==> config.mk <==
export PLATFORM = sky130hd
export DESIGN_NAME = gradient_color_ramp_core_flat
export DESIGN_NICKNAME = d
export VERILOG_FILES = /design/src/rtl/grc_pkg.sv /design/src/rtl/grc_if.sv /design/src/rtl/grc_regs.sv /design/src/rtl/grc_frac_div.sv /design/src/rtl/gradient_color_ramp_core.sv /design/src/flat_wrapper.sv
export SDC_FILE = /design/constraint.sdc
export NUM_CORES = 2
export LEC_CHECK = 0
export ABC_CLOCK_PERIOD_IN_PS = 21000
export BUFFER_PORTS_ARGS = -buffer_cell sky130_fd_sc_hd__clkbuf_2
export CORE_ASPECT_RATIO = 1.4
export CORE_MARGIN = 10
export CORE_UTILIZATION = 56
export DETAILED_ROUTE_END_ITERATION = 8
export HOLD_SLACK_MARGIN = 0.12
export PLACE_DENSITY = 0.82
export SLEW_MARGIN = 20
export SYNTH_ARGS = -nofsm -noshare
export SYNTH_HDL_FRONTEND = slang
export SYNTH_HIERARCHICAL = 1
export SYNTH_SLANG_ARGS = --single-unit
==> constraint.sdc <==
create_clock -name clk -period 21 [get_ports clk]
set_input_delay 4.2 -clock clk [delete_from_list [all_inputs] [get_ports clk]]
set_output_delay 4.2 -clock clk [all_outputs]
set_load 0.05 [all_outputs]
==> src/rtl/grc_pkg.sv <==
// Gradient color ramp: shared constants, register map codes and types.
// No dependencies; every other file imports this package.
`timescale 1ns / 1ps

package grc_pkg;

    localparam int NUM_STOPS  = 6;
    localparam int POS_W      = 17;
    localparam int CHAN_W     = 8;
    localparam int COLOR_W    = 32;
    localparam int STOP_W     = POS_W + COLOR_W;
    localparam int SEG_W      = 3;
    localparam int CNT_W      = 3;
    localparam int OPAC_W     = 9;
    localparam int FRAC_W     = 16;
    localparam int DIV_BITS_PER_STAGE = 2;
    localparam int DIV_STAGES = FRAC_W / DIV_BITS_PER_STAGE;
    localparam int SEARCH_STEPS = 3;

    localparam int APB_DATA_W = 64;
    localparam int APB_ADDR_W = 6;
    localparam int REG_IDX_W  = 3;
    localparam int REG_LSB    = 3;

    localparam logic [REG_IDX_W-1:0] REG_STOP_ZERO    = 3'd0;
    localparam logic [REG_IDX_W-1:0] REG_STOP_ONE     = 3'd1;
    localparam logic [REG_IDX_W-1:0] REG_STOP_TWO     = 3'd2;
    localparam logic [REG_IDX_W-1:0] REG_STOP_THREE   = 3'd3;
    localparam logic [REG_IDX_W-1:0] REG_STOP_FOUR    = 3'd4;
    localparam logic [REG_IDX_W-1:0] REG_STOP_FIVE    = 3'd5;
    localparam logic [REG_IDX_W-1:0] REG_STOPS_IN_USE = 3'd6;
    localparam logic [REG_IDX_W-1:0] REG_OPACITY      = 3'd7;

    localparam logic [STOP_W-1:0] STOP_ONE_RESET = 49'h1_0000_FFFF_FFFF;
    localparam logic [CNT_W-1:0]  STOPS_RESET    = 3'd2;
    localparam logic [CNT_W-1:0]  STOPS_MIN      = 3'd2;
    localparam logic [CNT_W-1:0]  STOPS_MAX      = 3'd6;
    localparam logic [OPAC_W-1:0] OPAC_MAX       = 9'd256;

    typedef logic [POS_W-1:0]   pos_t;
    typedef logic [COLOR_W-1:0] color_t;
    typedef logic [SEG_W-1:0]   seg_t;
    typedef logic [CHAN_W-1:0]  chan_t;

    typedef struct packed {
        pos_t   [NUM_STOPS-1:0] pos;
        color_t [NUM_STOPS-1:0] color;
        seg_t                   last_seg;
        logic   [OPAC_W-1:0]    opacity;
    } grc_cfg_t;

    typedef struct packed {
        seg_t seg;
        logic sat_zero;
        logic sat_one;
    } grc_side_t;

    typedef struct packed {
        pos_t              rem;
        pos_t              den;
        logic [FRAC_W-1:0] quo;
        grc_side_t         side;
    } grc_div_t;

endpackage

==> src/rtl/grc_if.sv <==
// Gradient color ramp: valid/ready channel interfaces for sample and color words.
// Depends on grc_pkg.
`timescale 1ns / 1ps

interface grc_sample_if import grc_pkg::*; ();
    logic valid;
    logic ready;
    pos_t sample_pos;

    modport source (output valid, output sample_pos, input ready);
    modport sink   (input valid, input sample_pos, output ready);
endinterface

interface grc_color_if import grc_pkg::*; ();
    logic  valid;
    logic  ready;
    chan_t red;
    chan_t green;
    chan_t blue;
    chan_t alpha;

    modport source (output valid, output red, output green, output blue, output alpha,
                     input ready);
    modport sink   (input valid, input red, input green, input blue, input alpha,
                     output ready);
endinterface

==> src/rtl/grc_regs.sv <==
// Gradient color ramp: APB register file for color stops, stop count and opacity.
// Depends on grc_pkg; presents cleaned-up configuration as grc_cfg_t.
`timescale 1ns / 1ps

module grc_regs import grc_pkg::*;
(
    input  logic                  clk,
    input  logic                  rst_n,
    input  logic                  psel,
    input  logic                  penable,
    input  logic                  pwrite,
    input  logic [APB_ADDR_W-1:0] paddr,
    input  logic [APB_DATA_W-1:0] pwdata,
    output logic [APB_DATA_W-1:0] prdata,
    output logic                  pready,
    output grc_cfg_t              cfg
);

    logic [STOP_W-1:0] stop_reg [NUM_STOPS];
    logic [CNT_W-1:0]  count_reg;
    logic [OPAC_W-1:0] opacity_reg;
    logic              wr_en;
    logic [REG_IDX_W-1:0] idx;

    assign pready = 1'b1;
    assign wr_en  = psel && penable && pwrite;
    assign idx    = paddr[REG_LSB +: REG_IDX_W];

    always_ff @(posedge clk or negedge rst_n)
    begin
        if (!rst_n)
        begin
            for (int i = 0; i < NUM_STOPS; i++)
            begin
                stop_reg[i] <= (i == int'(REG_STOP_ONE)) ? STOP_ONE_RESET : '0;
            end
            count_reg   <= STOPS_RESET;
            opacity_reg <= OPAC_MAX;
        end
        else if (wr_en)
        begin
            unique case (idx)
                REG_STOP_ZERO, REG_STOP_ONE, REG_STOP_TWO,
                REG_STOP_THREE, REG_STOP_FOUR, REG_STOP_FIVE:
                begin
                    stop_reg[idx] <= pwdata[STOP_W-1:0];
                end
                REG_STOPS_IN_USE:
                begin
                    count_reg <= pwdata[CNT_W-1:0];
                end
                REG_OPACITY:
                begin
                    opacity_reg <= pwdata[OPAC_W-1:0];
                end
                default:
                begin
                end
            endcase
        end
    end

    always_comb
    begin
        unique case (idx)
            REG_STOP_ZERO, REG_STOP_ONE, REG_STOP_TWO,
            REG_STOP_THREE, REG_STOP_FOUR, REG_STOP_FIVE:
            begin
                prdata = {{(APB_DATA_W-STOP_W){1'b0}}, stop_reg[idx]};
            end
            REG_STOPS_IN_USE:
            begin
                prdata = {{(APB_DATA_W-CNT_W){1'b0}}, count_reg};
            end
            REG_OPACITY:
            begin
                prdata = {{(APB_DATA_W-OPAC_W){1'b0}}, opacity_reg};
            end
            default:
            begin
                prdata = '0;
            end
        endcase
    end

    always_comb
    begin
        for (int i = 0; i < NUM_STOPS; i++)
        begin
            cfg.pos[i]   = stop_reg[i][STOP_W-1:COLOR_W];
            cfg.color[i] = stop_reg[i][COLOR_W-1:0];
        end
        // last usable segment index = clamp(count, 2, 6) - 2
        if (count_reg < STOPS_MIN)
        begin
            cfg.last_seg = '0;
        end
        else if (count_reg > STOPS_MAX)
        begin
            cfg.last_seg = STOPS_MAX - STOPS_MIN;
        end
        else
        begin
            cfg.last_seg = count_reg - STOPS_MIN;
        end
        cfg.opacity = (opacity_reg > OPAC_MAX) ? OPAC_MAX : opacity_reg;
    end

endmodule

==> src/rtl/grc_frac_div.sv <==
// Gradient color ramp: pipelined restoring divider for the 16-bit local fraction.
// Depends on grc_pkg; DIV_STAGES register stages, DIV_BITS_PER_STAGE quotient bits each.
`timescale 1ns / 1ps

module grc_frac_div import grc_pkg::*;
(
    input  logic     clk,
    input  logic     rst_n,
    input  logic     en,
    input  logic     in_valid,
    input  grc_div_t in_data,
    output logic     out_valid,
    output grc_div_t out_data
);

    function automatic logic [POS_W:0] div_step(input pos_t rem, input pos_t den);
        logic [POS_W:0] twice;
        logic [POS_W:0] diff;
        twice = {rem, 1'b0};
        diff  = twice - {1'b0, den};
        if (twice >= {1'b0, den})
        begin
            return {1'b1, diff[POS_W-1:0]};
        end
        return {1'b0, twice[POS_W-1:0]};
    endfunction

    grc_div_t              stage_reg  [DIV_STAGES];
    grc_div_t              stage_next [DIV_STAGES];
    grc_div_t              stage_in   [DIV_STAGES];
    logic [DIV_STAGES-1:0] valid_reg;

    for (genvar s = 0; s < DIV_STAGES; s++)
    begin : g_stage
        grc_div_t       work;
        logic [POS_W:0] step;

        if (s == 0)
        begin : g_first
            assign stage_in[s] = in_data;
        end
        else
        begin : g_rest
            assign stage_in[s] = stage_reg[s-1];
        end

        always_comb
        begin
            work = stage_in[s];
            step = '0;
            for (int b = 0; b < DIV_BITS_PER_STAGE; b++)
            begin
                step     = div_step(work.rem, work.den);
                work.rem = step[POS_W-1:0];
                work.quo = {work.quo[FRAC_W-2:0], step[POS_W]};
            end
            stage_next[s] = work;
        end

        always_ff @(posedge clk)
        begin
            if (en)
            begin
                stage_reg[s] <= stage_next[s];
            end
        end
    end

    always_ff @(posedge clk or negedge rst_n)
    begin
        if (!rst_n)
        begin
            valid_reg <= '0;
        end
        else if (en)
        begin
            valid_reg <= {valid_reg[DIV_STAGES-2:0], in_valid};
        end
    end

    assign out_valid = valid_reg[DIV_STAGES-1];
    assign out_data  = stage_reg[DIV_STAGES-1];

endmodule

==> src/rtl/gradient_color_ramp_core.sv <==
// Gradient color ramp top level: segment search, fraction divider, channel blend.
// Depends on grc_pkg, grc_if, grc_regs and grc_frac_div.
//
// Usage:
//   sample (valid/ready sink) carries one 17-bit gradient position per word.
//   color (valid/ready source) returns one RGBA word per sample, in order.
//   The APB port holds six color stops, the stop count and the opacity; write
//   them only while no sample is in flight.
// Throughput: one word per cycle unless color.ready stalls the pipeline. Every stage advances together.
// Pipeline: an accepted sample word passes one compare stage, one search stage,
//   eight divider stages of two quotient bits each, one blend stage and the
//   output register, which holds its color word.
// Stall: while a color word waits on color.ready the whole pipeline holds and
//   sample.ready is low; nothing is dropped or repeated.
// Reset: rst_n is asynchronous, active low. It empties the pipeline and loads
//   the register defaults: black at 0.0, white at 1.0, two stops, full opacity.
`timescale 1ns / 1ps

module gradient_color_ramp_core import grc_pkg::*;
(
    input  logic                  clk,
    input  logic                  rst_n,
    input  logic                  psel,
    input  logic                  penable,
    input  logic                  pwrite,
    input  logic [APB_ADDR_W-1:0] paddr,
    input  logic [APB_DATA_W-1:0] pwdata,
    output logic [APB_DATA_W-1:0] prdata,
    output logic                  pready,
    grc_sample_if.sink            sample,
    grc_color_if.source           color
);

    function automatic seg_t find_segment(input logic [NUM_STOPS-1:0] lt,
                                          input logic [NUM_STOPS-1:0] gt,
                                          input seg_t last_seg);
        logic signed [SEG_W:0] left;
        logic signed [SEG_W:0] right;
        logic signed [SEG_W:0] mid;
        logic signed [SEG_W+1:0] sum;
        logic done;
        seg_t result;
        left   = '0;
        right  = $signed({1'b0, last_seg});
        mid    = '0;
        sum    = '0;
        done   = 1'b0;
        result = '0;
        for (int k = 0; k < SEARCH_STEPS; k++)
        begin
            if (!done && (left < right))
            begin
                sum = {left[SEG_W], left} + {right[SEG_W], right};
                mid = sum[SEG_W+1:1];
                if (lt[mid[SEG_W-1:0]])
                begin
                    right = mid - $signed((SEG_W+1)'(1));
                end
                else if (gt[mid[SEG_W-1:0] + 1'b1])
                begin
                    left = mid + $signed((SEG_W+1)'(1));
                end
                else
                begin
                    done   = 1'b1;
                    result = mid[SEG_W-1:0];
                end
            end
        end
        if (!done)
        begin
            if (left > $signed({1'b0, last_seg}))
            begin
                result = last_seg;
            end
            else
            begin
                result = left[SEG_W-1:0];
            end
        end
        return result;
    endfunction

    // floor(c0 + (c1 - c0) * f / 65536), f in 0..65536
    function automatic chan_t chan_mix(input chan_t c0, input chan_t c1,
                                       input logic [FRAC_W:0] f);
        logic signed [CHAN_W:0]          delta;
        logic signed [CHAN_W+FRAC_W+2:0] prod;
        logic signed [CHAN_W+FRAC_W+2:0] acc;
        delta = $signed({1'b0, c1}) - $signed({1'b0, c0});
        prod  = delta * $signed({1'b0, f});
        acc   = $signed({3'b000, c0, {FRAC_W{1'b0}}}) + prod;
        return acc[FRAC_W+CHAN_W-1:FRAC_W];
    endfunction

    grc_cfg_t cfg;

    grc_regs u_regs (
        .clk     (clk),
        .rst_n   (rst_n),
        .psel    (psel),
        .penable (penable),
        .pwrite  (pwrite),
        .paddr   (paddr),
        .pwdata  (pwdata),
        .prdata  (prdata),
        .pready  (pready),
        .cfg     (cfg)
    );

    logic adv;

    // stage A: position compares
    logic                 a_valid_reg;
    pos_t                 a_t_reg;
    logic [NUM_STOPS-1:0] a_lt_reg;
    logic [NUM_STOPS-1:0] a_gt_reg;
    logic [NUM_STOPS-1:0] a_lt_next;
    logic [NUM_STOPS-1:0] a_gt_next;

    // stage B: segment
    logic b_valid_reg;
    pos_t b_t_reg;
    seg_t b_seg_reg;
    seg_t b_seg_next;

    // divider feed
    pos_t     lo;
    pos_t     hi;
    grc_div_t div_in;
    logic     div_out_valid;
    grc_div_t div_out;

    // stage M: blended channels
    logic              m_valid_reg;
    chan_t             m_red_reg;
    chan_t             m_green_reg;
    chan_t             m_blue_reg;
    chan_t             m_alpha_reg;
    logic [FRAC_W:0]   frac;
    color_t            c_lo;
    color_t            c_hi;

    // output register
    logic                   out_valid_reg;
    chan_t                  out_red_reg;
    chan_t                  out_green_reg;
    chan_t                  out_blue_reg;
    chan_t                  out_alpha_reg;
    logic [CHAN_W+OPAC_W-1:0] alpha_prod;

    assign adv          = !out_valid_reg || color.ready;
    assign sample.ready = adv;

    always_comb
    begin
        for (int i = 0; i < NUM_STOPS; i++)
        begin
            a_lt_next[i] = sample.sample_pos < cfg.pos[i];
            a_gt_next[i] = sample.sample_pos > cfg.pos[i];
        end
    end

    assign b_seg_next = find_segment(a_lt_reg, a_gt_reg, cfg.last_seg);

    always_comb
    begin
        lo                   = cfg.pos[b_seg_reg];
        hi                   = cfg.pos[b_seg_reg + 1'b1];
        div_in.side.seg      = b_seg_reg;
        div_in.side.sat_zero = (hi <= lo) || (b_t_reg < lo);
        div_in.side.sat_one  = !div_in.side.sat_zero && (b_t_reg >= hi);
        div_in.rem           = b_t_reg - lo;
        div_in.den           = hi - lo;
        div_in.quo           = '0;
    end

    grc_frac_div u_div (
        .clk       (clk),
        .rst_n     (rst_n),
        .en        (adv),
        .in_valid  (b_valid_reg),
        .in_data   (div_in),
        .out_valid (div_out_valid),
        .out_data  (div_out)
    );

    always_comb
    begin
        if (div_out.side.sat_zero)
        begin
            frac = '0;
        end
        else if (div_out.side.sat_one)
        begin
            frac = {1'b1, {FRAC_W{1'b0}}};
        end
        else
        begin
            frac = {1'b0, div_out.quo};
        end
        c_lo = cfg.color[div_out.side.seg];
        c_hi = cfg.color[div_out.side.seg + 1'b1];
    end

    assign alpha_prod = m_alpha_reg * cfg.opacity;

    always_ff @(posedge clk or negedge rst_n)
    begin
        if (!rst_n)
        begin
            a_valid_reg   <= 1'b0;
            b_valid_reg   <= 1'b0;
            m_valid_reg   <= 1'b0;
            out_valid_reg <= 1'b0;
        end
        else if (adv)
        begin
            a_valid_reg   <= sample.valid;
            b_valid_reg   <= a_valid_reg;
            m_valid_reg   <= div_out_valid;
            out_valid_reg <= m_valid_reg;
        end
    end

    always_ff @(posedge clk)
    begin
        if (adv)
        begin
            a_t_reg       <= sample.sample_pos;
            a_lt_reg      <= a_lt_next;
            a_gt_reg      <= a_gt_next;
            b_t_reg       <= a_t_reg;
            b_seg_reg     <= b_seg_next;
            m_red_reg     <= chan_mix(c_lo[31:24], c_hi[31:24], frac);
            m_green_reg   <= chan_mix(c_lo[23:16], c_hi[23:16], frac);
            m_blue_reg    <= chan_mix(c_lo[15:8],  c_hi[15:8],  frac);
            m_alpha_reg   <= chan_mix(c_lo[7:0],   c_hi[7:0],   frac);
            out_red_reg   <= m_red_reg;
            out_green_reg <= m_green_reg;
            out_blue_reg  <= m_blue_reg;
            out_alpha_reg <= alpha_prod[CHAN_W+7:8];
        end
    end

    assign color.valid = out_valid_reg;
    assign color.red   = out_red_reg;
    assign color.green = out_green_reg;
    assign color.blue  = out_blue_reg;
    assign color.alpha = out_alpha_reg;

    a_stall_blocks_input: assert property (
        @(posedge clk) disable iff (!rst_n)
        (color.valid && !color.ready) |-> !sample.ready
    ) else $error("sample accepted while color word stalled");

    a_seg_in_range: assert property (
        @(posedge clk) disable iff (!rst_n)
        b_valid_reg |-> (b_seg_reg <= cfg.last_seg)
    ) else $error("segment beyond last stop pair");

    a_compare_exclusive: assert property (
        @(posedge clk) disable iff (!rst_n)
        a_valid_reg |-> ((a_lt_reg & a_gt_reg) == '0)
    ) else $error("position both below and above a stop");

endmodule

==> src/flat_wrapper.sv <==
// flat-port wrapper written by rule: the top's interface ports become plain ports
module gradient_color_ramp_core_flat import grc_pkg::*;
  (clk, rst_n, psel, penable, pwrite, paddr, pwdata, prdata, pready, sample_valid, sample_sample_pos, sample_ready, color_valid, color_red, color_green, color_blue, color_alpha, color_ready);
  grc_sample_if sample_i ();
  grc_color_if color_i ();
  input  logic clk;
  input  logic rst_n;
  input  logic psel;
  input  logic penable;
  input  logic pwrite;
  input  logic [APB_ADDR_W-1:0] paddr;
  input  logic [APB_DATA_W-1:0] pwdata;
  output logic [APB_DATA_W-1:0] prdata;
  output logic pready;
  input wire logic [$bits(sample_i.valid)-1:0] sample_valid;
  input wire logic [$bits(sample_i.sample_pos)-1:0] sample_sample_pos;
  output wire logic [$bits(sample_i.ready)-1:0] sample_ready;
  output wire logic [$bits(color_i.valid)-1:0] color_valid;
  output wire logic [$bits(color_i.red)-1:0] color_red;
  output wire logic [$bits(color_i.green)-1:0] color_green;
  output wire logic [$bits(color_i.blue)-1:0] color_blue;
  output wire logic [$bits(color_i.alpha)-1:0] color_alpha;
  input wire logic [$bits(color_i.ready)-1:0] color_ready;
  assign sample_i.valid = sample_valid;
  assign sample_i.sample_pos = sample_sample_pos;
  assign sample_ready = sample_i.ready;
  assign color_valid = color_i.valid;
  assign color_red = color_i.red;
  assign color_green = color_i.green;
  assign color_blue = color_i.blue;
  assign color_alpha = color_i.alpha;
  assign color_i.ready = color_ready;
  gradient_color_ramp_core u_core (.clk(clk), .rst_n(rst_n), .psel(psel), .penable(penable), .pwrite(pwrite), .paddr(paddr), .pwdata(pwdata), .prdata(prdata), .pready(pready), .sample(sample_i), .color(color_i));
endmodule
**Yosys cells after proc, flatten, opt, wreduce, memory -nomap -nowiden**

Memory sizes are Yosys's and may differ from the RTL's.
Cells that the tools add are included.

- Word-level logic and storage cells: 261
- ROM bits: 0
- Memories: 1
- Bits in writable memories: 440
- Latch bits: 0
- Register bits after elaboration: 431

Memories:

| memory | words | bits a word | read ports | clocked after memory_dff | wr ports | line | text |
|---|---|---|---|---|---|---|---|
| u_core.u_div.stage_reg | 8 | 55 | 8 | 0 | 8 | grc_frac_div.sv:28 | `grc_div_t stage_reg [DIV_STAGES];` |

- Mux-type cells: 115
- Equality and inequality tests: 7
- Shift operators: 0
- Div/mod/pow operators: 0
- $mul: 5
- Order comparisons: 50
- Bitwise gates (word level): 1
- Add/sub/neg operators: 39
- Reduce and logical (&&, ||, !) cells: 17

Operators with widths:

| cell | count |
|---|---|
| 18-bit 2-to-1 mux | 32 |
| 17-bit subtractor | 18 |
| 294-bit bitwise mux | 1 |
| 18-bit by 17-bit greater-or-equal comparator with 1-bit output | 16 |
| 32-bit binary-select mux with 3-bit select | 2 |
| 64-bit case mux with 3 select lines | 1 |
| 49-bit binary-select mux with 3-bit select | 1 |
| 49-bit demux with 3-bit select | 1 |
| 49-bit 2-to-1 mux | 3 |
| 17-bit < comparator | 7 |
| 17-bit binary-select mux with 3-bit select | 2 |
| 17-bit > comparator | 6 |
| 24-bit adder | 4 |
| 9-bit by 18-bit multiplier with 24-bit output | 4 |
| 17-bit 2-to-1 mux | 4 |
| 32-bit 2-to-1 mux | 2 |
| 4-bit 2-to-1 mux | 13 |
| 3-bit by 4-bit < comparator with 1-bit output, second input constant | 9 |
| 3-bit 2-to-1 mux | 12 |
| 8-bit by 8-bit subtractor with 9-bit output | 4 |
| 1-bit 2-to-1 mux | 33 |
| 17-bit greater-or-equal comparator | 1 |
| 17-bit less-or-equal comparator | 1 |
| 8-bit by 9-bit multiplier with 16-bit output | 1 |
| 30 further kinds | 56 |

**Logic depth before layout (Yosys ltp)**

- Depth after elaboration: 26
- Mapped depth: 45

**Cells and area by module**

The synthesis kept the hierarchy.

Modules (own cells, without submodules):

| module | seq. area each (µm²) | area each (µm²) | times used | cells each |
|---|---|---|---|---|
| gradient_color_ramp_core | 3493.4 | 34361.7 | 1 | 3716 |
| grc_frac_div | 11731.3 | 27666.5 | 1 | 2621 |
| grc_regs | 7701.1 | 14078.5 | 1 | 970 |

**Worst setup path after synthesis**

Ideal clock, no wire load.

- Path kind: input -> output
- From: input port color_ready
- To: output port sample_ready
- Arrival time: 16.493 ns
- Setup slack: 0.307 ns
- Stages on the path: 1
- Path buffers: 0
- Path through: nand2b_1

- Longest elaborated chain between the ends: 1

Ends and longest elaborated chain:

| what | line | text |
|---|---|---|
| start, declared | flat_wrapper.sv:23 | `input wire logic [$bits(color_i.ready)-1:0] color_ready;` |
| 1-bit logical OR | gradient_color_ramp_core.sv:152 | `assign adv = !out_valid_reg \|\| color.ready;` |
| end, declared | flat_wrapper.sv:17 | `output wire logic [$bits(sample_i.ready)-1:0] sample_ready;` |

Every way passes these cells.

**Final worst setup path**

- From: input port paddr[4]
- To: output port prdata[16]

- Longest elaborated chain between the ends: 5

Ends and longest elaborated chain:

| what | line | text |
|---|---|---|
| start, declared | flat_wrapper.sv:11 | `input logic [APB_ADDR_W-1:0] paddr;` |
| 3-bit inverter with 4-bit output (not written as such) | grc_regs.sv:69 | `prdata = {{(APB_DATA_W-STOP_W){1'b0}}, stop_reg[idx]};` |
| 49-bit binary-select mux with 3-bit select | grc_regs.sv:69 |  |
| 49-bit 2-to-1 mux (not written as such) (2 in series) | grc_regs.sv:69 |  |
| 64-bit case mux with 3 select lines (*) | grc_regs.sv:65 | `unique case (idx)` |
| end, declared | flat_wrapper.sv:13 | `output logic [APB_DATA_W-1:0] prdata;` |

Every way passes the cells marked *; elsewhere a longest branch is shown, timed or not. The select of a mux whose other input is x is not followed.

==> reports/metrics.csv <==
metric;value;unit
Layout area overhead;7.00;%
synthesized netlist cell count;7203;
drt drc;2;
fraction of layout cells with a size suffix above 1;0.154;
multi-input logic area;48400;um2
Final Instance Count excl. Fillers;9087;
relative slew slack;0.250;
DRT Wirelength;195000;um
Crit. Startpoint;paddr[4];
CTS tree;built;
post-CTS setup buffers;0;
crit-path cells;buf_6 -> buf_4 -> mux2i_1 -> o221ai_1 -> clkbuf_2;
placed cell count;8934;
nets@finish;8536;
Final Core Density;0.602;
Startpoint Class;input port;
# rows;158;
number of global-route vias before repair;58700;
IO Count;193;
CP max FO;68;
number of fill cells;10500;
CP arrival;7050;ps
Slew Limit Fails;0;
largest net degree at the start of global routing;204;
Initial Util;0.563;
Post-DP HPWL;145000;um
initial antenna violation count;23;
Hold Startpoint;u_core/u_div/stage_reg[0][118]$_DFFE_PP_;
I/O Buffers;158;
post-DR vias/cell;6.15;
max-capacitance violation count;0;
Max Root-Sink Buffers;3;
violated checks;DRC;
final hold viol count;0;
status;finished, violations left;
critical path class;in -> out;
RR Startpoint;u_core/u_regs/count_reg[1]$_DFFE_PN1P_;
hold_buf cts;0;
Crit path required time;16800;ps
DRT iter0 DRCs;3974;
Tightest Pin Transition;1110;ps
clock insertion delay at the later pin of the skew report;680;ps
CTS Buf Count;78;
Tmin final;11250;ps
critical path's top delay family;buffers and inverters;
Setup violations, final;0;
Syn. warnings;6;
Pre-antenna DRT Iters;8;
first-pass GRT wire length;309000;um
Worst setup EP type;output port;
clk sinks;781;
die area;148000;um2
Crit path largest cell delay;830;ps
post-synthesis instance area;74600;um2
Worst-path clk slew;60;ps
Core Area;132000;um2
Max Clock Freq;88.9;MHz
post-DR wirelength/cell;21.5;um
max FFs per register;350;
clk root buf;clkbuf_16;
sequential cell area;21900;um2
CTS H-tree lvls;3;
routability cong.;0.997;
global route overflow;0;
Post-Route Skew;28.3;ps
CTS resizes;0;
DP Worst Slack;9920;ps
Worst Setup Slack, final;9750;ps
Worst path slowest cell;buf_4;
RSZ-0062 raised after global routing;false;
Routed Antenna Nets;0;
via count;55900;
final period utilization;0.536;
Syn Area/Cell;10.4;um2
Die Y;452;um
die width;328;um
setup TNS;0;ps
path type of the worst min-delay path;reg -> reg;
sum of buffers and inverters on the critical path;3;
GRT Util Overall;0.259;
==> layer usage <==
metal,vias up,global-route usage,share of wire
met4,18,0.179,0.075
met1,27600,0.273,0.35
li1,25200,-,-
met2,2267,0.467,0.52
met5,-,0,0.00057
met3,770,0.0441,0.063
==> metrics by stage <==
step                area, um2  hold slack [ps]
finish                  79800              408
global route            79800              412
floorplan               74600              400
global placement        77000              400
CTS                     79700              400
detailed placement      77000              405
==> area by class of cell <==
cell class                 count  area share
antenna                       10    0.000314
clock buffer                  98      0.0263
clock inverter                42     0.00690
inverter                     818      0.0385
multi-input combinational   5334       0.607
sequential                   781       0.275
tap                         1760      0.0276
timing repair buffer         244      0.0189
==> path summary, 6_finish.rpt <==
check | slack, ps | end | depth (start not counted)
max reg2reg | 10250 | u_core/b_seg_reg[2]$_DFFE_PP_ | 38
min reg2reg | 410 | u_core/u_div/stage_reg[0][175]$_DFFE_PP_ | 0
max in group asynchronous | 15800 | u_core/u_regs/cfg[120]$_DFFE_PN0P_ | 3
max | 9750 | prdata[16] | 5
min in group asynchronous | 3590 | u_core/u_regs/cfg[229]$_DFFE_PN0P_ | 1
min | 410 | u_core/u_div/stage_reg[0][175]$_DFFE_PP_ | 0
==> placed cells by master, fill, tap and decap left out, types with 52 or more instances in the layout <==
master	instances
edfxtp_1	463
nor2_1	678
nand3_1	71
ha_1	680
clkbuf_16	80
o21ai_0	209
nor2b_1	72
and2_1	69
nand2b_1	206
clkbuf_2	155
a21oi_1	315
inv_1	814
o21a_1	85
buf_4	82
a21o_1	144
xnor2_1	212
fa_1	504
mux2_2	489
nor3_1	81
nand2_1	403
xor2_1	70
dfrtp_1	283
mux2i_1	205
mux4_2	109
o31ai_1	52
Power is left out: the tool's default activity adds up to more than one toggle a clock period on the data nets, which glitch-free logic cannot reach.
